==> src/hdl/csbp_pkg.sv <==
// Shared types and constants for the clipped sprite blit page packer.
`default_nettype none

package csbp_pkg;

  // Widest cursor column and row that reach the page store (256 columns, 64 rows).
  localparam int COL_W = 8;
  localparam int ROW_W = 6;

  // Depth of the command queue between front and back.
  localparam int QUEUE_DEPTH = 2;

  // Input operation codes.
  typedef enum logic [1:0] {
    OP_BLIT  = 2'd0,
    OP_PIXEL = 2'd1,
    OP_FILL  = 2'd2,
    OP_READ  = 2'd3
  } op_t;

  // Work handed from the front to the back.
  typedef enum logic [1:0] {
    CMD_NOP   = 2'd0,
    CMD_WRITE = 2'd1,
    CMD_FILL  = 2'd2,
    CMD_READ  = 2'd3
  } cmd_kind_t;

  typedef struct packed {
    cmd_kind_t        kind;
    logic [ROW_W-1:0] row;
    logic [COL_W-1:0] col;
    logic             value;
    logic             done;
  } cmd_t;

endpackage

`default_nettype wire

==> src/hdl/csbp_queue.sv <==
// Command queue between the front and the back.
`default_nettype none

module csbp_queue (
  input  wire logic           clk,
  input  wire logic           rst_n,
  input  wire logic           push_valid,
  output logic                push_ready,
  input  wire csbp_pkg::cmd_t push_cmd,
  output logic                pop_valid,
  input  wire logic           pop_ready,
  output csbp_pkg::cmd_t      pop_cmd
);
  import csbp_pkg::*;

  localparam int PTR_W = (QUEUE_DEPTH > 1) ? $clog2(QUEUE_DEPTH) : 1;
  localparam int CNT_W = $clog2(QUEUE_DEPTH + 1);

  cmd_t             entries_r [QUEUE_DEPTH];
  logic [PTR_W-1:0] wr_ptr_r;
  logic [PTR_W-1:0] rd_ptr_r;
  logic [CNT_W-1:0] count_r;
  logic             do_push;
  logic             do_pop;

  assign push_ready = (count_r != CNT_W'(QUEUE_DEPTH));
  assign pop_valid  = (count_r != '0);
  assign pop_cmd    = entries_r[rd_ptr_r];
  assign do_push    = push_valid && push_ready;
  assign do_pop     = pop_valid && pop_ready;

  // Store pushed commands
  always_ff @(posedge clk) begin
    if (do_push) begin
      entries_r[wr_ptr_r] <= push_cmd;
    end
  end

  // Advance pointers and track occupancy
  always_ff @(posedge clk) begin
    if (!rst_n) begin
      wr_ptr_r <= '0;
      rd_ptr_r <= '0;
      count_r  <= '0;
    end else begin
      if (do_push) begin
        wr_ptr_r <= (wr_ptr_r == PTR_W'(QUEUE_DEPTH - 1)) ? '0 : wr_ptr_r + 1'b1;
      end
      if (do_pop) begin
        rd_ptr_r <= (rd_ptr_r == PTR_W'(QUEUE_DEPTH - 1)) ? '0 : rd_ptr_r + 1'b1;
      end
      if (do_push && !do_pop) begin
        count_r <= count_r + 1'b1;
      end else if (do_pop && !do_push) begin
        count_r <= count_r - 1'b1;
      end
    end
  end

endmodule

`default_nettype wire

==> config.mk <==
export PLATFORM = sky130hd
export DESIGN_NAME = csbp_queue
export DESIGN_NICKNAME = d
export VERILOG_FILES = /design/src/hdl/csbp_pkg.sv /design/src/hdl/csbp_queue.sv
export SDC_FILE = /design/constraint.sdc
export NUM_CORES = 1
export LEC_CHECK = 0
export ABC_AREA = 0
export BUFFER_PORTS_ARGS = -buffer_cell sky130_fd_sc_hd__clkbuf_2
export CAP_MARGIN = 10
export CORE_MARGIN = 2
export CORE_UTILIZATION = 45
export DETAILED_ROUTE_END_ITERATION = 12
export PLACE_DENSITY = 0.73
export REMOVE_ABC_BUFFERS = 1
export SLEW_MARGIN = 0
export SYNTH_ARGS = -nofsm -noshare
export SYNTH_HDL_FRONTEND = slang
export SYNTH_SLANG_ARGS = --single-unit
==> constraint.sdc <==
create_clock -name clk -period 1.6 [get_ports clk]
set_input_delay 0.4 -clock clk [delete_from_list [all_inputs] [get_ports clk]]
set_output_delay 0.4 -clock clk [all_outputs]
set_load 0.01 [all_outputs]
==> flow_metrics.env <==
export IMPL_cts_sinks=41
export IMPL_vias=857
export IMPL_hold_depth=1
export IMPL_fin_area_um2=2090
export IMPL_whs_ps=246
export IMPL_die_area_um2=3900
export IMPL_grt_max_degree=15
export IMPL_place_gp_congestion=0.785
export IMPL_yosys_warnings=0
export IMPL_worstPathRequired_ps=1200
export IMPL_worstMarginPinSlew_ps=234
export IMPL_cp_max_fo=7
export IMPL_critPathBufInv=2
export IMPL_clk_path_buf_depth=2
export IMPL_startpoint_type="flip-flop"
export IMPL_finalPower_mw=3.09
export IMPL_antenna_found_initial=0
export IMPL_critical_path_depth=3
export IMPL_totalWireLength_um=2570
export IMPL_ys_seq_area_frac=0.767
export IMPL_multi_input_area_um2=412
export IMPL_areaGrowthSynthToFinish_pct=35.9
export IMPL_postSynthAreaPerCell_um2=19.2
export IMPL_crit_type="flip-flop to primary output"
export IMPL_grt_overflow=0
export IMPL_drc=0
export IMPL_fill_cells=274
export IMPL_endpoint_kind="primary output"
export IMPL_wl_per_cell_um=14.3
export IMPL_cts_max_level=2
export IMPL_numCtsBuffers=5
export IMPL_status="complete, but fails checks"
export IMPL_cp_top_family="flip-flops"
export IMPL_port_buffer_count=41
export IMPL_path_cells="buf_8, mux2_4, buf_6"
export IMPL_final_cell_mix="36 x edfxtp_1, 27 x clkbuf_2, 18 x mux2_4, 15 x buf_6, 5 x clkbuf_4"
export IMPL_drive_above_1_share=0.597
export IMPL_mostFrequentLayoutCell="edfxtp_1"
export IMPL_syn_inst=80
export IMPL_powerDensity_nw_per_um2=1480
export IMPL_cp_arrival_ps=1300
export IMPL_slowest_stage="dfxtp_4"
export IMPL_fin_tns_setup_ps=-1530
export IMPL_drt_iter0_drc=22
export IMPL_num_io_pins=42
export IMPL_insertion_delay_ps=330
export IMPL_clkPwrFrac=0.151
export IMPL_min_period_ps=1700
export IMPL_power_frac_seq=0.464
export IMPL_fp_dieW_um=62.5
export IMPL_utilization=0.632
export IMPL_p_sw_uw=853
export IMPL_power_share_switching=0.276
export IMPL_maxCapViolations=0
export IMPL_grt_setup_unrepaired="true"
export IMPL_start_util=0.465
export IMPL_worst_slack_ps=-99.2
export IMPL_dp_hpwl_um=1690
export IMPL_max_vdd_ir_drop_uv=790
export IMPL_rr_worst_depth=5
export IMPL_placed_cells=170
export IMPL_failed_checks="setup timing"
export IMPL_die_h_um=62.5
export IMPL_cts_tree="done"
export IMPL_max_freq_ghz=0.589
export IMPL_insertedDiodeCount=0
export IMPL_grt_pass1_wl_um=4150
export IMPL_power_frac_comb=0.384
export IMPL_dpl_cell_area_um2=1840
export IMPL_ant_nets=0
export IMPL_synth_cell_type_count=20
export IMPL_grt_pass1_vias=869
export IMPL_maxSlewViolCount=0
export IMPL_post_route_period_util=1.06
export IMPL_cts_root_buf="clkbuf_4"
export IMPL_dp_slack_ps=13.9
export IMPL_internal_power_mw=2.24
export IMPL_core_area_um2=3310
export IMPL_routed_via_density=4.76
export IMPL_row_count=21
export IMPL_hold_buffers=0
export IMPL_critical_path_max_stage_delay_ps=390
export IMPL_skew_ps=10.6
export IMPL_path_clk_slew_ps=110
export IMPL_setup_viol=18
export IMPL_regArea_um2=1190
export IMPL_nNetsFinal=156
export IMPL_max_slew_margin=0.844
export IMPL_leakage_nw=0.845
export IMPL_synthesis_area_um2=1540
export IMPL_synth_seq_cells=41
export IMPL_hold_viol=0
export IMPL_grt_use_total=0.143
export IMPL_fin_cells=180
export IMPL_firstDrtPassIters=3
export IMPL_hold_path_class="input pin to flip-flop"
synth_stat cells:
library cell | instances | area share
buf_4 | 1 | 0.0049
inv_1 | 1 | 0.0024
xnor2_1 | 2 | 0.011
and3_1 | 1 | 0.0041
a21boi_1 | 1 | 0.0049
or2_2 | 1 | 0.0041
o21ai_0 | 1 | 0.0032
and2_1 | 4 | 0.016
nand2b_4 | 1 | 0.0089
buf_2 | 1 | 0.0032
xor2_1 | 1 | 0.0057
o21ai_1 | 1 | 0.0032
dfxtp_1 | 5 | 0.065
a21bo_2 | 1 | 0.0065
mux2_2 | 18 | 0.13
or3_1 | 1 | 0.0041
ha_1 | 1 | 0.0081
nand3b_1 | 1 | 0.0049
a21boi_0 | 1 | 0.0049
edfxtp_1 | 36 | 0.70
power by group through the flow:
stage          clock network [mW]  logic [mW]  registers [mW]
2_1_floorplan                   0       0.492            1.46
4_1_cts                     0.490       0.998            1.43
5_1_grt                     0.533        1.27            1.45
3_5_place_dp                    0       0.859            1.43
6_report                    0.467        1.19            1.43
3_3_place_gp                    0       0.836            1.42
path summary, 6_finish.rpt:
kind	slack [ps]	startpoint	to
max	-100	flip-flop	pop_cmd[4]
min	250	push_cmd[12]	entries_r[1][12]
max reg2reg	80	count_r[0]	count_r[1]
min reg2reg	540	count_r[1]	count_r[1]
flip-flops by register name, summed over array words and instances, names as in the netlist, named ones only:
register and flops:
entries_r 36, count_r 2, rd_ptr_r 1, wr_ptr_r 1
what timing repair did:
| item | 4_1_cts | 5_1_grt |
|---|---|---|
| gates cloned | 1 | 0 |
| setup endpoints to repair | 19 | 19 |
| setup buffers | 0 | 1 |
| gates resized for setup | 23 | 35 |
| pin swaps | 0 | 1 |
logic make-up (layout without fill, tap and decap cells):
logic type               count (synthesis)  after routing  synth area share
AND/OR/NAND/NOR                          9              9            0.0423
AO/OA/AOI/OAI                            5              5            0.0228
XOR/XNOR                                 3              3            0.0171
flip-flops                              41             41             0.767
adder cells (fa/ha/maj)                  1              1           0.00813
multiplexers                            18             18             0.132
buffers and inverters                    3             57            0.0106
metal layers:
| layer | vias up | GRT usage | wire, um |
|---|---|---|---|
| met1 | 414 | 0.160 | 981 |
| li1 | 411 | - | - |
| met5 | - | 0 | 0 |
| met4 | 0 | 0.0583 | 25 |
| met3 | 4 | 0.0541 | 156 |
| met2 | 28 | 0.247 | 1410 |
area by class of cell:
class                           count  area share
Sequential cell                    41       0.569
Multi-Input combinational cell     36       0.197
Timing Repair Buffer               48       0.180
Tap cell                           46      0.0275
Clock buffer                        6      0.0197
Clock inverter                      2     0.00479
Inverter                            1     0.00180
Note: power is estimated with default switching activity, not from simulation.
