===== config.mk =====
export PLATFORM = sky130hd
export DESIGN_NAME = csbp_front
export DESIGN_NICKNAME = d
export VERILOG_FILES = /design/src/hdl/csbp_pkg.sv /design/src/hdl/csbp_front.sv
export SDC_FILE = /design/constraint.sdc
export NUM_CORES = 1
export LEC_CHECK = 0
export ABC_AREA = 1
export BUFFER_PORTS_ARGS = -buffer_cell sky130_fd_sc_hd__buf_2
export CAP_MARGIN = 30
export CORE_MARGIN = 8
export CORE_UTILIZATION = 50
export CTS_CLUSTER_SIZE = 40
export DETAILED_ROUTE_END_ITERATION = 16
export GPL_ROUTABILITY_DRIVEN = 0
export GPL_TIMING_DRIVEN = 0
export MAX_ROUTING_LAYER = met4
export PLACE_DENSITY = 0.72
export SKIP_CTS_REPAIR_TIMING = 1
export SYNTH_ARGS = -nofsm -noshare
export SYNTH_HDL_FRONTEND = slang
export SYNTH_SLANG_ARGS = --single-unit

===== constraint.sdc =====
create_clock -name clk -period 4.5 [get_ports clk]
set_clock_uncertainty 0.15 [all_clocks]
set_input_delay 0.45 -clock clk [delete_from_list [all_inputs] [get_ports clk]]
set_output_delay 0.45 -clock clk [all_outputs]
set_load 0.02 [all_outputs]

===== src/hdl/csbp_pkg.sv =====
// Shared types and constants for the clipped sprite blit page packer.
`default_nettype none

package csbp_pkg;

  // Widest cursor column and row that reach the page store (256 columns, 64 rows).
  localparam int COL_W = 8;
  localparam int ROW_W = 6;

  // Depth of the command queue between front and back.
  localparam int QUEUE_DEPTH = 2;

  // Input operation codes.
  typedef enum logic [1:0] {
    OP_BLIT  = 2'd0,
    OP_PIXEL = 2'd1,
    OP_FILL  = 2'd2,
    OP_READ  = 2'd3
  } op_t;

  // Work handed from the front to the back.
  typedef enum logic [1:0] {
    CMD_NOP   = 2'd0,
    CMD_WRITE = 2'd1,
    CMD_FILL  = 2'd2,
    CMD_READ  = 2'd3
  } cmd_kind_t;

  typedef struct packed {
    cmd_kind_t        kind;
    logic [ROW_W-1:0] row;
    logic [COL_W-1:0] col;
    logic             value;
    logic             done;
  } cmd_t;

endpackage

`default_nettype wire


===== src/hdl/csbp_front.sv =====
// Front: accepts items, tracks the blit cursor and turns each item into a store command.
`default_nettype none

module csbp_front #(
  parameter int SCREEN_COLUMNS = 128,
  parameter int SCREEN_ROWS    = 32
) (
  input  wire logic              clk,
  input  wire logic              rst_n,
  input  wire logic              in_valid,
  output logic                   in_ready,
  input  wire logic [1:0]        in_operation,
  input  wire logic signed [8:0] in_origin_x,
  input  wire logic signed [8:0] in_origin_y,
  input  wire logic [7:0]        in_sprite_width,
  input  wire logic [7:0]        in_sprite_height,
  input  wire logic              in_pixel_value,
  input  wire logic [1:0]        in_page_index,
  input  wire logic [6:0]        in_column_index,
  input  wire logic              clearing,
  output logic                   push_valid,
  input  wire logic              push_ready,
  output csbp_pkg::cmd_t         push_cmd
);
  import csbp_pkg::*;

  localparam int PAGE_COUNT = (SCREEN_ROWS + 7) / 8;
  localparam logic signed [9:0] COLS_S = 10'(SCREEN_COLUMNS);
  localparam logic signed [9:0] ROWS_S = 10'(SCREEN_ROWS);

  logic signed [9:0] cursor_row_r, cursor_row_nxt;
  logic signed [9:0] cursor_col_r, cursor_col_nxt;
  logic signed [9:0] blit_left_r, blit_left_nxt;
  logic signed [9:0] blit_right_end_r, blit_right_end_nxt;
  logic signed [9:0] blit_bottom_end_r, blit_bottom_end_nxt;
  logic              blit_active_r, blit_active_nxt;

  op_t               op;
  logic              accept;
  logic signed [9:0] org_x;
  logic signed [9:0] org_y;
  logic [8:0]        w_sat;
  logic [8:0]        h_sat;
  logic              on_screen;
  logic signed [9:0] col_inc;
  logic signed [9:0] row_inc;
  logic              read_ok;

  // Hold off items while the store is being cleared after reset
  assign in_ready   = push_ready && !clearing;
  assign push_valid = in_valid && !clearing;
  assign accept     = in_valid && in_ready;
  assign op         = op_t'(in_operation);

  // Saturate the sprite size and sign-extend the origin
  assign org_x = {in_origin_x[8], in_origin_x};
  assign org_y = {in_origin_y[8], in_origin_y};
  assign w_sat = (9'(in_sprite_width) > 9'(SCREEN_COLUMNS)) ? 9'(SCREEN_COLUMNS)
                                                           : 9'(in_sprite_width);
  assign h_sat = (9'(in_sprite_height) > 9'(SCREEN_ROWS)) ? 9'(SCREEN_ROWS)
                                                         : 9'(in_sprite_height);

  // Clip test and raster step for the cursor
  assign on_screen = (cursor_col_r >= 10'sd0) && (cursor_col_r < COLS_S) &&
                     (cursor_row_r >= 10'sd0) && (cursor_row_r < ROWS_S);
  assign col_inc   = cursor_col_r + 10'sd1;
  assign row_inc   = cursor_row_r + 10'sd1;
  assign read_ok   = (32'(in_page_index) < PAGE_COUNT) &&
                     (32'(in_column_index) < SCREEN_COLUMNS);

  // Classify the item and advance the blit state
  always_comb begin
    cursor_row_nxt      = cursor_row_r;
    cursor_col_nxt      = cursor_col_r;
    blit_left_nxt       = blit_left_r;
    blit_right_end_nxt  = blit_right_end_r;
    blit_bottom_end_nxt = blit_bottom_end_r;
    blit_active_nxt     = blit_active_r;
    push_cmd            = '0;
    push_cmd.kind       = CMD_NOP;
    push_cmd.value      = in_pixel_value;
    unique case (op)
      OP_BLIT: begin
        blit_left_nxt       = org_x;
        blit_right_end_nxt  = org_x + $signed({1'b0, w_sat});
        blit_bottom_end_nxt = org_y + $signed({1'b0, h_sat});
        cursor_col_nxt      = org_x;
        cursor_row_nxt      = org_y;
        blit_active_nxt     = (w_sat != 9'd0) && (h_sat != 9'd0);
      end
      OP_PIXEL: begin
        if (blit_active_r) begin
          if (on_screen) begin
            push_cmd.kind = CMD_WRITE;
            push_cmd.row  = cursor_row_r[ROW_W-1:0];
            push_cmd.col  = cursor_col_r[COL_W-1:0];
          end
          cursor_col_nxt = col_inc;
          if (col_inc >= blit_right_end_r) begin
            cursor_col_nxt = blit_left_r;
            cursor_row_nxt = row_inc;
            if (row_inc >= blit_bottom_end_r) begin
              blit_active_nxt = 1'b0;
              push_cmd.done   = 1'b1;
            end
          end
        end
      end
      OP_FILL: begin
        push_cmd.kind = CMD_FILL;
      end
      OP_READ: begin
        if (read_ok) begin
          push_cmd.kind = CMD_READ;
          push_cmd.row  = ROW_W'({in_page_index, 3'b000});
          push_cmd.col  = COL_W'(in_column_index);
        end
      end
      default: begin
        push_cmd.kind = CMD_NOP;
      end
    endcase
  end

  // Commit blit state on each accepted beat
  always_ff @(posedge clk) begin
    if (!rst_n) begin
      cursor_row_r      <= '0;
      cursor_col_r      <= '0;
      blit_left_r       <= '0;
      blit_right_end_r  <= '0;
      blit_bottom_end_r <= '0;
      blit_active_r     <= 1'b0;
    end else if (accept) begin
      cursor_row_r      <= cursor_row_nxt;
      cursor_col_r      <= cursor_col_nxt;
      blit_left_r       <= blit_left_nxt;
      blit_right_end_r  <= blit_right_end_nxt;
      blit_bottom_end_r <= blit_bottom_end_nxt;
      blit_active_r     <= blit_active_nxt;
    end
  end

  // The last pixel of a sprite ends the blit
  a_done_ends_blit: assert property (@(posedge clk) disable iff (!rst_n)
    (accept && push_cmd.done) |=> !blit_active_r)
    else $error("blit still active after its last pixel");

  // A pixel with no blit active does nothing
  a_idle_pixel_nop: assert property (@(posedge clk) disable iff (!rst_n)
    (accept && op == OP_PIXEL && !blit_active_r) |->
    (push_cmd.kind == CMD_NOP && !push_cmd.done))
    else $error("pixel outside a blit produced work");

  // An empty sprite never starts a blit
  a_empty_sprite: assert property (@(posedge clk) disable iff (!rst_n)
    (accept && op == OP_BLIT && (in_sprite_width == 8'd0 || in_sprite_height == 8'd0))
    |=> !blit_active_r)
    else $error("empty sprite started a blit");

endmodule

`default_nettype wire


==> flow_summary.yaml <==
synthesis:
  yosys.area.top_type_share_pct: 23.9
  number_of_synthesis_warnings: 0
  syn_area_per_cell_um2: 6.40
  yosys.cell_count.top_type: "inv_1"
  synth_area_um2: 4190
  netlist-cell-type-count: 39
  yosys-top-cells-area: "dfxtp_1 (24%), ha_1 (12%), inv_1 (11%), nand2_1 (10%), a21oi_1 (8.6%)"
  synth_flop_cell: "dfxtp_1"
  synth-seq-area-share_pct: 23.9
  synth_top_area_cell: "dfxtp_1"
  synthArstFlopShare_pct: 0
  synth_commonest_cells: "inv_1 (119), nand2_1 (113), a21oi_1 (72), dfxtp_1 (50), o21ai_0 (48)"
  ys_seq_elements: 50
  synth-edff-count: 0
  postSynthCellCount: 655
clocking:
  cts_max_path_buffers: 2
  sinks_on_clock_net: 50
  cts_max_level: 2
  cts.root.buffer_cell: "clkbuf_8"
  numCtsBuffers: 5
  clock_tree_from_tritoncts: "yes"
  cts.reportedPaths.clkPinSlew_ns: 0.10
  insertion_delay_ns: 0.31
layout:
  synth_to_layout_area_growth_pct: 14.0
  finish.cell_count_without_fillers: 838
  layout_nets: 825
  post-route-util_pct: 58.5
  share_of_cells_above_drive_strength_1_pct: 13.4
  insertedDiodeCount: 0
placed_design:
  io_buffers: 67
  numPlacedInstances: 830
  dp.final_hpwl_mm: 9.34
flow_run:
  cap_violations: 0
global_route:
  globalRouteTotalUtil_pct: 19.8
  grt_first_pass_wirelength_mm: 18.6
  grt_start_max_net_pins: 16
  global_route.overflow_total: 0
  grt_antenna_before_repair: 0
  first_global_vias: 3956
worst_setup_path:
  worst_path_largest_cell_delay_ns: 0.46
  crit_type: "flop to output pin"
  timing.critical_path.slowest_stage_cell: "dfxtp_1"
  cp_common_cell: "nand2_1"
  crit_required_ns: 3.90
  worstPathCellList: "ha_1 -> nand2_1 -> nor2_1 -> nand2_1 -> nor2_1 -> nand3_1 -> nand2_1 -> ha_1 -> nand2_1 -> inv_1 -> a21oi_1 -> nand4_1 -> nand3_2 -> nand2_1 -> nor3_1 -> buf_2"
  timing.critical_path.from_type: "flop"
  worst_path_dominant_cell_family: "simple AND/OR/NAND/NOR gates"
  critPathMaxFanout: 10
  worstPathArrival_ns: 3.16
  worstSetupEndpointType: "output pin"
  crit_buf_inv: 2
floorplan:
  io-pin-count: 71
  floorplan.initialDensity_pct: 51.3
  chipHeight_um: 108
  total_die_area_um2: 11600
  fp-row-count: 33
  chipWidth_um: 108
  core_um2: 8180
route:
  detail_route.drc_violations: 0
  drt_iter0_markers: 251
  wirelength_mm: 11.4
  wire_per_inst_um: 13.7
  final_antenna_net_count: 0
  dr.pass1.iters: 4
  post_drt_via_cell_ratio: 5.28
  route.vias.total: 4422
timing:
  fin_crit_sh_pct: 83.6
  setup_tns_ns: 0
  timing.final.setup_violations: 0
  rsz0062_at_grt: "no"
  worstMarginPinSlew_ns: 0.591
  maxClockFrequency_ghz: 0.266
  slew_violations: 0
  finalCriticalPeriod_ns: 3.76
  final_report_hold_violation_count: 0
  slew_headroom_pct: 60.6
pwr:
  finalPower_w: 0.00108
  power.ir.vdd_worst_mv: 0.115
  power.density_nw_per_um2: 227
  p_leak_nw: 2.44
worst_hold_path:
  worst_hold_path_type: "input port to flop"
outcome:
  run_status: "finished, final reports clean"
-- registers in the layout (all words and copies together) (netlist names) --
signal             flops
cursor_col_r          10
blit_left_r            9
blit_right_end_r      10
blit_bottom_end_r     10
cursor_row_r          10
blit_active_r          1
-- cell usage in the layout (no fill, tap or decap), types with 2 or more instances in the layout --
master      n
buf_2      72
a21oi_1    72
o31ai_1     8
dfxtp_1    50
nand4_1    21
o21ai_1    10
clkbuf_8    5
nor2_1     47
inv_2       4
ha_1       40
conb_1      4
nor4_1      4
o21ai_0    48
o21bai_1    2
xor2_1     15
clkbuf_1   16
nand2_1   113
nand3_1    46
inv_1     119
nor3_1      5
a21o_1      3
fa_1        2
buf_4       6
a31oi_1     2
nand3b_1    2
-- metrics by stage --
step | hold slack [ns] | setup WS, ns | cell area [um^2]
2_1_floorplan | 0.280 | 1.43 | 4200
3_3_place_gp | 0.293 | 1.18 | 4670
3_5_place_dp | 0.296 | 1.11 | 4670
4_1_cts | 0.292 | 0.765 | 4780
5_1_grt | 0.312 | 0.413 | 4780
6_report | 0.299 | 0.738 | 4780
-- power by group --
| part | switching [W] | internal, W |
|---|---|---|
| sequential | 0.00000782 | 0.000453 |
| clock | 0.000159 | 0.000166 |
| combinational | 0.000191 | 0.000107 |
| total | 0.000358 | 0.000726 |
-- kinds of logic after synthesis --
| family | Yosys count | share of synthesized area [%] |
|---|---|---|
| compound gates | 148 | 18.9 |
| xor+xnor | 16 | 3.34 |
| fa+ha+maj | 42 | 12.9 |
| buf+inv | 152 | 14.5 |
| flops | 50 | 23.9 |
| mux | 1 | 0.239 |
| other cells | 1 | 0.0894 |
| simple gates | 245 | 26.2 |
-- metal layers --
metal	track usage [%]	vias to the layer above	wire length (um)
met1	26.5	1967	5280
met5	-	-	0
li1	-	2284	-
met3	3.17	15	991
met2	30.5	156	5010
met4	4.56	0	161
-- path summary, 6_finish.rpt --
path | start | to | slack (ns) | depth (start not counted)
hold reg to reg | blit_left_r[0] | blit_left_r[0] | 0.31 | 2
hold / removal | in_origin_y[8] | blit_bottom_end_r[9] | 0.30 | 3
setup / recovery | cursor_col_r[0] | push_cmd[0] | 0.74 | 16
setup reg to reg | cursor_col_r[0] | cursor_row_r[3] | 1.46 | 14
-- worst min-delay path, delay by kind of cell --
kind	cells	cell delay [ns]
AOI/OAI and AO/OA	1	0.06
buffers and inverters	1	0.12
and+or+nand+nor	1	0.08
-- cell type report --
class                      count  area (um^2)
buffer                        28          141
clock buffer                   6         72.6
clock inverter                 2         37.5
fill                         789         3390
inverter                     124          465
multi-input combinational    456         2600
sequential                    50         1000
tap                          105          131
timing repair buffer          67          335
(Power assumes the default switching activity.)
